### src/ccm_pkg.sv
`timescale 1ns / 1ps
package ccm_pkg;

  localparam int unsigned SHARE_W = 16;
  localparam int unsigned LEVEL_W = 16;
  localparam int unsigned SUM_W   = 18;
  localparam int unsigned ACC_W   = 28;
  localparam int unsigned DIV_W   = 32;

  // Counter widths below are sized for these limits.
  localparam int unsigned MAX_ROWS    = 4096;
  localparam int unsigned MAX_COLUMNS = 4096;

  localparam logic [1:0] CHAN_RED   = 2'd0;
  localparam logic [1:0] CHAN_GREEN = 2'd1;
  localparam logic [1:0] CHAN_BLUE  = 2'd2;

  localparam logic [1:0] REG_CHANNEL = 2'd0;
  localparam logic [1:0] REG_ROWS    = 2'd1;
  localparam logic [1:0] REG_COLUMNS = 2'd2;

  // Pixel as classified by the front end, queued for the share divider.
  typedef struct packed {
    logic [LEVEL_W-1:0] chosen;
    logic [SUM_W-1:0]   total;
    logic               frame_start;
  } pix_t;

  // Divider start/done handshake between back end and divider.
  typedef struct packed {
    logic               start;
    logic [DIV_W-1:0]   numer;
    logic [DIV_W-1:0]   denom;
  } div_req_t;

  typedef struct packed {
    logic               done;
    logic [DIV_W-1:0]   quot;
  } div_rsp_t;

endpackage

### src/ccm_front.sv
`timescale 1ns / 1ps
module ccm_front (
  input  logic                 clk,
  input  logic                 rst_n,
  input  logic                 in_valid,
  output logic                 in_ready,
  input  logic [15:0]          red,
  input  logic [15:0]          green,
  input  logic [15:0]          blue,
  input  logic                 frame_start,
  input  logic [1:0]           channel_select,
  output logic                 q_valid,
  input  logic                 q_ready,
  output ccm_pkg::pix_t        q_data
);
  import ccm_pkg::*;

  localparam int unsigned DEPTH = 2;

  pix_t          mem_r [DEPTH];
  logic          wp_r, wp_nxt, rp_r, rp_nxt;
  logic [1:0]    cnt_r, cnt_nxt;
  pix_t          pix;
  logic          push, pop;

  always_comb begin
    unique case (channel_select)
      CHAN_GREEN: pix.chosen = green;
      CHAN_BLUE:  pix.chosen = blue;
      default:    pix.chosen = red;
    endcase
    pix.total       = SUM_W'(red) + SUM_W'(green) + SUM_W'(blue);
    pix.frame_start = frame_start;
  end

  assign in_ready = (cnt_r != 2'(DEPTH));
  assign push     = in_valid && in_ready;
  assign q_valid  = (cnt_r != 2'd0);
  assign pop      = q_valid && q_ready;
  assign q_data   = mem_r[rp_r];
  assign wp_nxt   = push ? ~wp_r : wp_r;
  assign rp_nxt   = pop ? ~rp_r : rp_r;
  assign cnt_nxt  = cnt_r + 2'(push) - 2'(pop);

  always_ff @(posedge clk) begin
    if (!rst_n) begin
      wp_r  <= 1'b0;
      rp_r  <= 1'b0;
      cnt_r <= 2'd0;
    end else begin
      wp_r  <= wp_nxt;
      rp_r  <= rp_nxt;
      cnt_r <= cnt_nxt;
    end
    if (push) mem_r[wp_r] <= pix;
  end

endmodule

### src/ccm_div.sv
`timescale 1ns / 1ps
// Restoring divider, one quotient bit per cycle.
module ccm_div (
  input  logic                 clk,
  input  logic                 rst_n,
  input  ccm_pkg::div_req_t    req,
  output ccm_pkg::div_rsp_t    rsp
);
  import ccm_pkg::*;

  logic [DIV_W-1:0]   q_r, q_nxt, d_r, d_nxt;
  logic [DIV_W:0]     rem_r, rem_nxt, trial;
  logic [5:0]         cnt_r, cnt_nxt;
  logic               busy_r, busy_nxt, done_r, done_nxt;

  always_comb begin
    q_nxt    = q_r;
    d_nxt    = d_r;
    rem_nxt  = rem_r;
    cnt_nxt  = cnt_r;
    busy_nxt = busy_r;
    done_nxt = 1'b0;
    trial    = {rem_r[DIV_W-1:0], q_r[DIV_W-1]} - {1'b0, d_r};
    if (req.start) begin
      q_nxt    = req.numer;
      d_nxt    = req.denom;
      rem_nxt  = '0;
      cnt_nxt  = 6'(DIV_W);
      busy_nxt = 1'b1;
    end else if (busy_r) begin
      if (!trial[DIV_W]) begin
        rem_nxt = trial;
        q_nxt   = {q_r[DIV_W-2:0], 1'b1};
      end else begin
        rem_nxt = {rem_r[DIV_W-1:0], q_r[DIV_W-1]};
        q_nxt   = {q_r[DIV_W-2:0], 1'b0};
      end
      cnt_nxt = cnt_r - 6'd1;
      if (cnt_r == 6'd1) begin
        busy_nxt = 1'b0;
        done_nxt = 1'b1;
      end
    end
  end

  always_ff @(posedge clk) begin
    if (!rst_n) begin
      busy_r <= 1'b0;
      done_r <= 1'b0;
      cnt_r  <= '0;
    end else begin
      busy_r <= busy_nxt;
      done_r <= done_nxt;
      cnt_r  <= cnt_nxt;
    end
    q_r   <= q_nxt;
    d_r   <= d_nxt;
    rem_r <= rem_nxt;
  end

  assign rsp.done = done_r;
  assign rsp.quot = q_r;

endmodule

### src/ccm_back.sv
`timescale 1ns / 1ps
module ccm_back #(
  parameter int unsigned REPLICATES  = 3
) (
  input  logic                 clk,
  input  logic                 rst_n,
  input  logic                 q_valid,
  output logic                 q_ready,
  input  ccm_pkg::pix_t        q_data,
  input  logic [12:0]          rows_per_column,
  input  logic [12:0]          columns_per_frame,
  output ccm_pkg::div_req_t    div_req,
  input  ccm_pkg::div_rsp_t    div_rsp,
  output logic                 out_valid,
  input  logic                 out_ready,
  output logic [11:0]          column_index,
  output logic [1:0]           replicate_index,
  output logic [15:0]          replicate_mean,
  output logic [15:0]          group_mean,
  output logic                 group_valid
);
  import ccm_pkg::*;

  // Group mean by reciprocal multiply: exact floor for sums below 2^18.
  localparam int unsigned GRP_SHIFT = 19;
  localparam logic [19:0] GRP_RECIP = 20'((2 ** GRP_SHIFT + REPLICATES - 1) / REPLICATES);

  typedef enum logic [4:0] {
    ST_IDLE  = 5'b00001,
    ST_SHARE = 5'b00010,
    ST_MEAN  = 5'b00100,
    ST_GROUP = 5'b01000,
    ST_EMIT  = 5'b10000
  } state_t;

  state_t            st_r, st_nxt;
  logic [11:0]       row_r, row_nxt;
  logic [ACC_W-1:0]  acc_r, acc_nxt;
  logic [1:0]        rep_r, rep_nxt;
  logic [SUM_W-1:0]  rsum_r, rsum_nxt;
  logic [11:0]       col_r, col_nxt;
  logic [15:0]       mean_r, mean_nxt;
  logic              fs_r, fs_nxt;
  logic [SUM_W-1:0]  tot_r, tot_nxt;
  logic              ov_r, ov_nxt;
  logic [11:0]       oc_r, oc_nxt;
  logic [1:0]        orep_r, orep_nxt;
  logic [15:0]       om_r, om_nxt, og_r, og_nxt;
  logic              ogv_r, ogv_nxt;
  logic [16:0]       rows, cols;
  logic [15:0]       share;
  logic [37:0]       grp_prod;

  always_comb begin
    rows = (rows_per_column == 13'd0) ? 17'd1 :
           (17'(rows_per_column) > 17'(MAX_ROWS)) ? 17'(MAX_ROWS) : 17'(rows_per_column);
    cols = (columns_per_frame == 13'd0) ? 17'd1 :
           (17'(columns_per_frame) > 17'(MAX_COLUMNS)) ? 17'(MAX_COLUMNS)
                                                      : 17'(columns_per_frame);
    share = (div_rsp.quot > DIV_W'(16'hFFFF)) ? 16'hFFFF : div_rsp.quot[15:0];
  end

  assign grp_prod = 38'(rsum_r) * 38'(GRP_RECIP);

  assign q_ready = (st_r == ST_IDLE) && !ov_r;

  always_comb begin
    st_nxt = st_r; row_nxt = row_r; acc_nxt = acc_r; rep_nxt = rep_r;
    rsum_nxt = rsum_r; col_nxt = col_r; mean_nxt = mean_r; fs_nxt = fs_r;
    tot_nxt = tot_r;
    ov_nxt = ov_r; oc_nxt = oc_r; orep_nxt = orep_r; om_nxt = om_r;
    og_nxt = og_r; ogv_nxt = ogv_r;
    div_req = '0;
    if (ov_r && out_ready) ov_nxt = 1'b0;
    unique case (st_r)
      ST_IDLE: begin
        if (q_valid && q_ready) begin
          div_req.start = (q_data.total != '0);
          div_req.numer = {q_data.chosen, 16'd0};
          div_req.denom = DIV_W'(q_data.total);
          tot_nxt = q_data.total;
          fs_nxt  = q_data.frame_start;
          st_nxt  = ST_SHARE;
        end
      end
      ST_SHARE: begin
        if (tot_r == '0 || div_rsp.done) begin
          if (fs_r) begin
            row_nxt = '0; rep_nxt = '0; rsum_nxt = '0; col_nxt = '0;
            acc_nxt = (tot_r == '0) ? '0 : ACC_W'(share);
          end else begin
            acc_nxt = acc_r + ((tot_r == '0) ? '0 : ACC_W'(share));
          end
          if (17'(fs_r ? 12'd0 : row_r) + 17'd1 < rows) begin
            row_nxt = (fs_r ? 12'd0 : row_r) + 12'd1;
            st_nxt  = ST_IDLE;
          end else begin
            div_req.start = 1'b1;
            div_req.numer = DIV_W'(acc_nxt);
            div_req.denom = DIV_W'(rows);
            st_nxt = ST_MEAN;
          end
        end
      end
      ST_MEAN: begin
        if (div_rsp.done) begin
          mean_nxt = div_rsp.quot[15:0];
          rsum_nxt = rsum_r + SUM_W'(div_rsp.quot[15:0]);
          if (32'(rep_r) + 32'd1 >= 32'(REPLICATES)) begin
            st_nxt = ST_GROUP;
          end else begin
            og_nxt = '0; ogv_nxt = 1'b0;
            st_nxt = ST_EMIT;
          end
        end
      end
      ST_GROUP: begin
        og_nxt = grp_prod[GRP_SHIFT+15:GRP_SHIFT]; ogv_nxt = 1'b1;
        st_nxt = ST_EMIT;
      end
      ST_EMIT: begin
        if (!ov_r) begin
          ov_nxt = 1'b1; oc_nxt = col_r; orep_nxt = rep_r; om_nxt = mean_r;
          row_nxt = '0; acc_nxt = '0;
          if (ogv_r) begin
            rsum_nxt = '0; rep_nxt = '0;
            col_nxt = (17'(col_r) + 17'd1 >= cols) ? 12'd0 : col_r + 12'd1;
          end else begin
            rep_nxt = rep_r + 2'd1;
          end
          st_nxt = ST_IDLE;
        end
      end
      default: st_nxt = ST_IDLE;
    endcase
  end

  always_ff @(posedge clk) begin
    if (!rst_n) begin
      st_r <= ST_IDLE; row_r <= '0; acc_r <= '0; rep_r <= '0;
      rsum_r <= '0; col_r <= '0; ov_r <= 1'b0;
    end else begin
      st_r <= st_nxt; row_r <= row_nxt; acc_r <= acc_nxt; rep_r <= rep_nxt;
      rsum_r <= rsum_nxt; col_r <= col_nxt; ov_r <= ov_nxt;
    end
    mean_r <= mean_nxt; fs_r <= fs_nxt; tot_r <= tot_nxt;
    oc_r <= oc_nxt; orep_r <= orep_nxt; om_r <= om_nxt;
    og_r <= og_nxt; ogv_r <= ogv_nxt;
  end

  assign out_valid       = ov_r;
  assign column_index    = oc_r;
  assign replicate_index = orep_r;
  assign replicate_mean  = om_r;
  assign group_mean      = og_r;
  assign group_valid     = ogv_r;

endmodule

### src/chromaticity_column_mean_core.sv
`timescale 1ns / 1ps
// Chromaticity column mean: per pixel, the selected channel's share of R+G+B
// as a Q0.16 fraction, averaged over a column's rows per replicate, plus the
// mean over replicates on the last one. A two-entry queue lets the front take
// pixels while the back end works. The back end runs a shared 32-step serial
// divider: a pixel with a nonzero sum occupies it for its share divide, one
// with a zero sum skips it. A column's last pixel adds the mean divide and
// the hand-off to the output register, the last replicate a group-mean step.
// No pixel enters the back end while a result waits on out_tready.
module chromaticity_column_mean_core #(
  parameter int unsigned REPLICATES  = 3
) (
  input  logic         clk,
  input  logic         rst_n,
  input  logic         in_tvalid,
  output logic         in_tready,
  input  logic [47:0]  in_tdata,   // red_level, green_level, blue_level
  input  logic         in_tuser,   // frame_start
  output logic         out_tvalid,
  input  logic         out_tready,
  output logic [47:0]  out_tdata,  // column_index, replicate_index, replicate_mean,
                                   // group_mean, group_valid, zero fill
  input  logic         cfg_psel,
  input  logic         cfg_penable,
  input  logic         cfg_pwrite,
  input  logic [3:0]   cfg_paddr,
  input  logic [31:0]  cfg_pwdata,
  output logic [31:0]  cfg_prdata,
  output logic         cfg_pready
);
  import ccm_pkg::*;

  logic [1:0]   chan_r;
  logic [12:0]  rows_r, cols_r;
  logic         q_valid, q_ready, wr;
  pix_t         q_data;
  div_req_t     div_req;
  div_rsp_t     div_rsp;
  logic [11:0]  column_index;
  logic [1:0]   replicate_index;
  logic [15:0]  replicate_mean, group_mean;
  logic         group_valid;

  assign cfg_pready = 1'b1;
  assign wr = cfg_psel && cfg_penable && cfg_pwrite;

  always_ff @(posedge clk) begin
    if (!rst_n) begin
      chan_r <= CHAN_RED;
      rows_r <= 13'd4096;
      cols_r <= 13'd4096;
    end else if (wr) begin
      unique case (cfg_paddr[3:2])
        REG_CHANNEL: chan_r <= cfg_pwdata[1:0];
        REG_ROWS:    rows_r <= cfg_pwdata[12:0];
        REG_COLUMNS: cols_r <= cfg_pwdata[12:0];
        default: ;
      endcase
    end
  end

  always_comb begin
    unique case (cfg_paddr[3:2])
      REG_CHANNEL: cfg_prdata = {30'd0, chan_r};
      REG_ROWS:    cfg_prdata = {19'd0, rows_r};
      REG_COLUMNS: cfg_prdata = {19'd0, cols_r};
      default:     cfg_prdata = '0;
    endcase
  end

  ccm_front u_front (
    .clk, .rst_n,
    .in_valid(in_tvalid), .in_ready(in_tready),
    .red(in_tdata[15:0]), .green(in_tdata[31:16]), .blue(in_tdata[47:32]),
    .frame_start(in_tuser), .channel_select(chan_r),
    .q_valid, .q_ready, .q_data
  );

  ccm_div u_div (.clk, .rst_n, .req(div_req), .rsp(div_rsp));

  ccm_back #(
    .REPLICATES(REPLICATES)
  ) u_back (
    .clk, .rst_n, .q_valid, .q_ready, .q_data,
    .rows_per_column(rows_r), .columns_per_frame(cols_r),
    .div_req, .div_rsp,
    .out_valid(out_tvalid), .out_ready(out_tready),
    .column_index, .replicate_index, .replicate_mean, .group_mean, .group_valid
  );

  assign out_tdata = {1'b0, group_valid, group_mean, replicate_mean,
                      replicate_index, column_index};

endmodule

### config.mk
export PLATFORM = sky130hd
export DESIGN_NAME = chromaticity_column_mean_core
export DESIGN_NICKNAME = d
export VERILOG_FILES = /design/src/ccm_pkg.sv /design/src/ccm_front.sv /design/src/ccm_div.sv /design/src/ccm_back.sv /design/src/chromaticity_column_mean_core.sv
export SDC_FILE = /design/constraint.sdc
export NUM_CORES = 1
export LEC_CHECK = 0
export ABC_CLOCK_PERIOD_IN_PS = 13200
export BUFFER_PORTS_ARGS = -buffer_cell sky130_fd_sc_hd__buf_2
export CAP_MARGIN = 30
export CELL_PAD_IN_SITES_DETAIL_PLACEMENT = 2
export CELL_PAD_IN_SITES_GLOBAL_PLACEMENT = 2
export CORE_MARGIN = 4
export CORE_UTILIZATION = 30
export DETAILED_ROUTE_END_ITERATION = 8
export HOLD_SLACK_MARGIN = 0.02
export PLACE_DENSITY = 0.61
export SYNTH_ARGS = -nofsm -noshare
export SYNTH_HDL_FRONTEND = slang
export SYNTH_SLANG_ARGS = --single-unit
### constraint.sdc
create_clock -name clk -period 13.2 [get_ports clk]
set_input_delay 1.32 -clock clk [delete_from_list [all_inputs] [get_ports clk]]
set_output_delay 1.32 -clock clk [all_outputs]
set_load 0.05 [all_outputs]
# Word level (Yosys, flattened, before mapping)
# Memories as Yosys holds them, arrays and structs flattened. A register that Yosys moved wholly into a read port is not among the register bits.
# Cells that the tools add are included.
dict set report classes {
  addsub 14
  n_mul 1
  n_mux 69
  order_cmp 6
  n_eq_ne 18
  reduce_logical 32
  n_bitwise 5
}
# op count
set ops {}
lappend ops {{two-way mux 65 bit} 3}
lappend ops {{case mux 65 bit (2 select lines)} 1}
lappend ops {{two-way mux 12 bit} 10}
lappend ops {{two-way mux 32 bit} 3}
lappend ops {{two-way mux 18 bit} 5}
lappend ops {{two-way mux 28 bit} 3}
lappend ops {{two-way mux 16 bit} 4}
lappend ops {{case mux 16 bit (2 select lines)} 2}
lappend ops {{case mux 28 bit (2 select lines)} 1}
lappend ops {{case mux 18 bit (3 select lines)} 1}
lappend ops {{case mux 12 bit (2 select lines)} 2}
lappend ops {{case mux 13 bit (3 select lines)} 1}
lappend ops {{adder 18 x 16 -> 18 bit} 2}
lappend ops {{multiplier 18 x 18 -> 35 bit, second input constant} 1}
lappend ops {{two-way mux 17 bit} 2}
lappend ops {{subtractor 33 x 32 -> 33 bit} 1}
lappend ops {{greater-or-equal comparator 32 x 2 -> 1 bit, second input constant} 1}
lappend ops {{> comparator 32 x 16 -> 1 bit, second input constant} 1}
lappend ops {{adder 28 bit} 1}
lappend ops {{> comparator 13 bit, second input constant} 2}
lappend ops {{zero test 13 bit} 2}
lappend ops {{two-way mux 13 bit} 2}
lappend ops {{two-way mux 5 bit} 5}
lappend ops {{case mux 5 bit (5 select lines)} 1}
lappend ops {{other kinds (43)} 88}
dict set report word_totals {
  mem_count 1
  ram_bits 70
  ff_bits 296
  out_inout_bits 83
  elab_cells 174
}
# memory words word_bits rd rd_clocked_by_memory_dff wr line
set memory_table {}
lappend memory_table {u_front.mem_r 2 35 1 1 1 ccm_front.sv:20} ;# pix_t mem_r [DEPTH];

# Longest topological paths before layout
dict set report depth {
  depth_word 9
  depth_mapped 21
}

# Cells and area by module
# A second synthesis with hierarchy kept.
dict set report hier_totals {
  hier_cells 2686
  area_unflattened_um2 26784.4
}
# module instances seq_area_each_um2 cells_per_inst area_each_um2
set modules_own_cells {}
lappend modules_own_cells {ccm_back 1 4023.9 1636 15228.4}
lappend modules_own_cells {ccm_div 1 2722.6 593 6003.3}
lappend modules_own_cells {ccm_front 1 2202.1 304 4124.0}
lappend modules_own_cells {chromaticity_column_mean_core 1 560.5 153 1428.9}

# Worst setup path before layout
# No wires, ideal clock.
dict set report synth_timing {
  kind {register -> register}
  from {reg u_back.rsum_r[1]}
  to {reg u_back.og_r[15], in the netlist u_back.group_mean[15] (data pin)}
  synth_period_minus_slack_ns 5.677
  stages_incl_launch_ff 20
  slack_ns 7.523
  path_buffers 0
  setup_ns 0.263
  arrival_ns 5.413
  cell_sequence {dfxtp_1 -> ha_1 -> inv_1 -> fa_1 -> fa_1 -> fa_1 -> inv_1 -> fa_1 -> fa_1 -> ha_1 -> a21o_1 -> a21o_1 -> a21oi_1 -> a21boi_0 -> nor3_1 -> nor3_1 -> o311ai_0 -> a21oi_1 -> xnor2_1 -> nor2_1}
}
dict set report synth_between {
  elab_chain_cells 2
}
# item line
set synth_rtl {}
lappend synth_rtl {{start: declaration} ccm_back.sv:40} ;# logic [SUM_W-1:0] rsum_r, rsum_nxt;
lappend synth_rtl {{start signal: assignment} ccm_back.sv:144} ;# rsum_r <= rsum_nxt; col_r <= col_nxt; ov_r <= ov_nxt;
lappend synth_rtl {{multiplier 18 x 18 -> 35 bit} ccm_back.sv:63} ;# assign grp_prod = 38'(rsum_r) * 38'(GRP_RECIP);
lappend synth_rtl {{case mux 16 bit (2 select lines)} ccm_back.sv:75} ;# unique case (st_r)
lappend synth_rtl {{end signal: assignment} ccm_back.sv:148} ;# og_r <= og_nxt; ogv_r <= ogv_nxt;
lappend synth_rtl {{end: declaration} ccm_back.sv:48} ;# logic [15:0] om_r, om_nxt, og_r, og_nxt;
# Every way passes these cells.
# A chain may end at the register's enable or synchronous reset.

# Final worst setup path
# Same ends and word-level chain as after synthesis.

==> results.cfg <==
[worst_setup_path]
critPathMaxFanout = 10
r2r_slack_ps = 6400
cp-end-kind = register
cp.required_ps = 13510
criticalPathCategory = register to register
cp_cell_sequence = ha_1 -> inv_1 -> fa_1 -> fa_1 -> fa_1 -> inv_1 -> fa_1 -> fa_1 -> ha_1 -> a21o_1 -> a21o_1 -> a21oi_1 -> a21boi_0 -> nor3_1 -> nor3_1 -> o311ai_0 -> a21oi_1 -> xnor2_1 -> nor2_1
cp.arrival_ps = 7110
critPathMaxStageDelay_ps = 640
crit_path_start_kind = register
path_common_cell = fa_1
slowest_stage = dfxtp_1

[clock_tree]
clk_pin_slew_ps = 60
ctsHoldBuffers = 0
clock_path_buffers = 3
clockRootBuffer = clkbuf_16
cts_buffers = 44
post_cts_buffers = 0
cts_tree = yes
insertion_delay_ps = 610
cts_sinks = 353
cts.repair.resized = 0
h-tree-depth = 2

[flow_run]
drv_cap = 0

[place]
dp_hpwl_um = 62800
port_buffers = 132
place_area_mm2 = 0.0274
gp_congestion = 0.819

[die]
die_x_um = 299
rows = 106
start_util_pct = 30.4
core-area_mm2 = 0.0838
die_area_mm2 = 0.0895
fp.dieH_um = 299
ioPinCount = 175

[sta]
tightest_slew_ps = 974
hold_viol = 0
finalClockSkew_ps = 22.3
slew_headroom_pct = 34.9
rsz0062_at_grt = no
report.final.slew_viol_count = 0
max_freq_ghz = 0.147
setup_tns_ps = 0
finalCritPeriodShare_pct = 51.5
min_period_ps = 6800
setup_viol = 0

[final_layout]
area_growth_pct = 14.2
drive_above_1_share_pct = 9.93
final_nets = 3202
finalInstanceArea_mm2 = 0.0291
insertedDiodeCount = 0

[routing]
wire_per_inst_um = 21.0
first_pass_iters = 4
wirelength_um = 81900
ant_nets = 0
drc = 0
drt-initial-drc-count = 693
via_count = 19909
vias_per_cell = 5.10

[synthesis]
yosys_warnings = 0
ys_types = 92
syn_inst = 2630
ys_seq_area_share_pct = 35.7
ys_top_cells_by_area = edfxtp_1, ha_1, dfxtp_1, fa_1, inv_1
synth_top_area_share_pct = 23.8
syn_area_per_cell_um2 = 9.67
synth_seq_cells = 353
synth_most_common_cell = inv_1
yosysTopAreaCell = edfxtp_1
synth_edf_count = 202
ys_top_cells_by_count = inv_1, ha_1, nand2_1, edfxtp_1, nor2_1
synthFlopType = edfxtp_1
ys_async_sr_fraction_pct = 0
synthesis.area_mm2 = 0.0254

[power]
switching_share_pct = 38.0
ir_worst_vdd_mv = 0.107
leakagePower_nw = 12.3
clkPwrFrac_pct = 28.6
power_frac_seq_pct = 34.5
p_comb_share_pct = 36.9
powerDensity_mw_per_mm2 = 170
p_sw_w = 0.00188
p_int_w = 0.00307

[grt]
first_global_vias = 22582
grt.overflow.total = 0
antenna_found_initial = 1
grt_max_degree = 67
grt_pass1_wl_um = 130000
track_usage_pct = 18.1

[hold_path]
hp-class = register to register

[run_status]
outcome = complete, no violations
-- power by group through the flow --
stage	sequential, W	clock (W)	combinational [W]
after floorplan	0.00162	0	0.00136
after global placement	0.00173	0	0.00174
after detailed placement	0.00173	0	0.00184
after CTS	0.00171	0.00146	0.00185
after global routing	0.00174	0.00151	0.00204
final	0.00171	0.00142	0.00182
-- cells in the final DEF (no fill, tap or decap), types with 13 or more instances in the layout --
cell,netlist,layout
nand2b_1,14,14
nor2_1,202,198
a21o_1,35,35
nand3_1,58,58
a21oi_1,135,135
o211ai_1,20,20
ha_1,262,262
bufinv_16,0,13
dfxtp_1,151,149
a31oi_1,29,29
nor4_1,24,24
nor3_1,54,54
nor2b_1,15,15
edfxtp_1,202,202
a22o_1,31,31
or3_1,26,26
and3_1,29,29
xor2_1,47,47
o21ai_0,95,95
xnor2_1,91,91
inv_1,285,283
a22oi_1,45,45
mux2i_1,53,53
o21bai_1,14,14
buf_2,7,132
clkbuf_16,0,44
fa_1,115,115
buf_4,25,26
nand4_1,19,19
a211oi_1,34,34
o21a_1,16,16
conb_1,2,21
nand2_1,224,224
-- worst max-delay path: cells and delay by family, from the launching register on --
family	cells	cell delay [ps]
AOI/OAI and AO/OA	6	1570
adders and majority gates	7	3250
DFF	1	640
and+or+nand+nor	3	740
buffers and inverters	2	160
xor gates and xnor gates	1	140
-- layout make-up --
type / instances / area, um2
fillers: 9229 / 54800
multi-input cells: 1885 / 14800
clock buffers: 52 / 1140
inverters: 286 / 1070
repair buffers: 163 / 957
clock inverters: 30 / 542
well taps: 1134 / 1420
flip-flops and latches: 353 / 9090
-- path summary, 6_finish.rpt --
kind,startpoint,to,cells past startpoint
max,u_back.rsum_r[1],u_back.group_mean[15],19
min,u_back.mean_r[15],u_back.replicate_mean[15],0
max reg2reg,u_back.rsum_r[1],u_back.group_mean[15],19
min reg2reg,u_back.mean_r[15],u_back.replicate_mean[15],0
-- through the flow --
stage / setup WS [ps] / total power (W) / std cells / hold WS (ps) / util [%]
detailed placement: 6390 / 0.00357 / 3820 / 406 / 32.6
CTS: 6370 / 0.00502 / 3902 / 428 / 34.6
global placement: 6460 / 0.00346 / 3813 / 407 / 32.5
floorplan: 7520 / 0.00298 / 2649 / 400 / -
global route: 6020 / 0.00529 / 3903 / 427 / 34.7
finish: 6400 / 0.00495 / 3903 / 423 / 34.7
-- flip-flops by register name, indices dropped and copies added, names as in the netlist, 2 cells and up, named ones only --
signal	cells
u_back.rsum_r	18
u_div.cnt_r	6
u_back.rep_r	2
u_front.cnt_r	2
u_back.col_r	12
rows_r	13
u_back.replicate_index	2
u_front.mem_r	70
u_div.rem_r	32
u_back.replicate_mean	16
u_back.st_r	5
u_div.q_r	32
u_back.group_mean	16
u_div.d_r	18
cols_r	13
chan_r	2
u_back.acc_r	28
u_back.tot_r	18
u_back.mean_r	16
u_back.column_index	12
u_back.row_r	12
-- layer usage --
metal  vias to the layer above  track usage (%)  wire length, um
met3                        81             1.89             1820
met5                         -                0               12
met4                         2             4.06             1660
met2                       177             32.6            40800
met1                     10174             23.4            37600
li1                       9475                -                -
-- cell families after synthesis --
logic type      after synthesis  share of synthesized area (%)
buf+inv                     411                           6.50
simple gates                726                           13.6
other cells                   2                         0.0295
flops                       353                           35.7
xor+xnor                    138                           4.75
mux                          60                           2.40
fa+ha+maj                   380                           22.1
compound gates              560                           15.0
(Power assumes the default switching activity.)
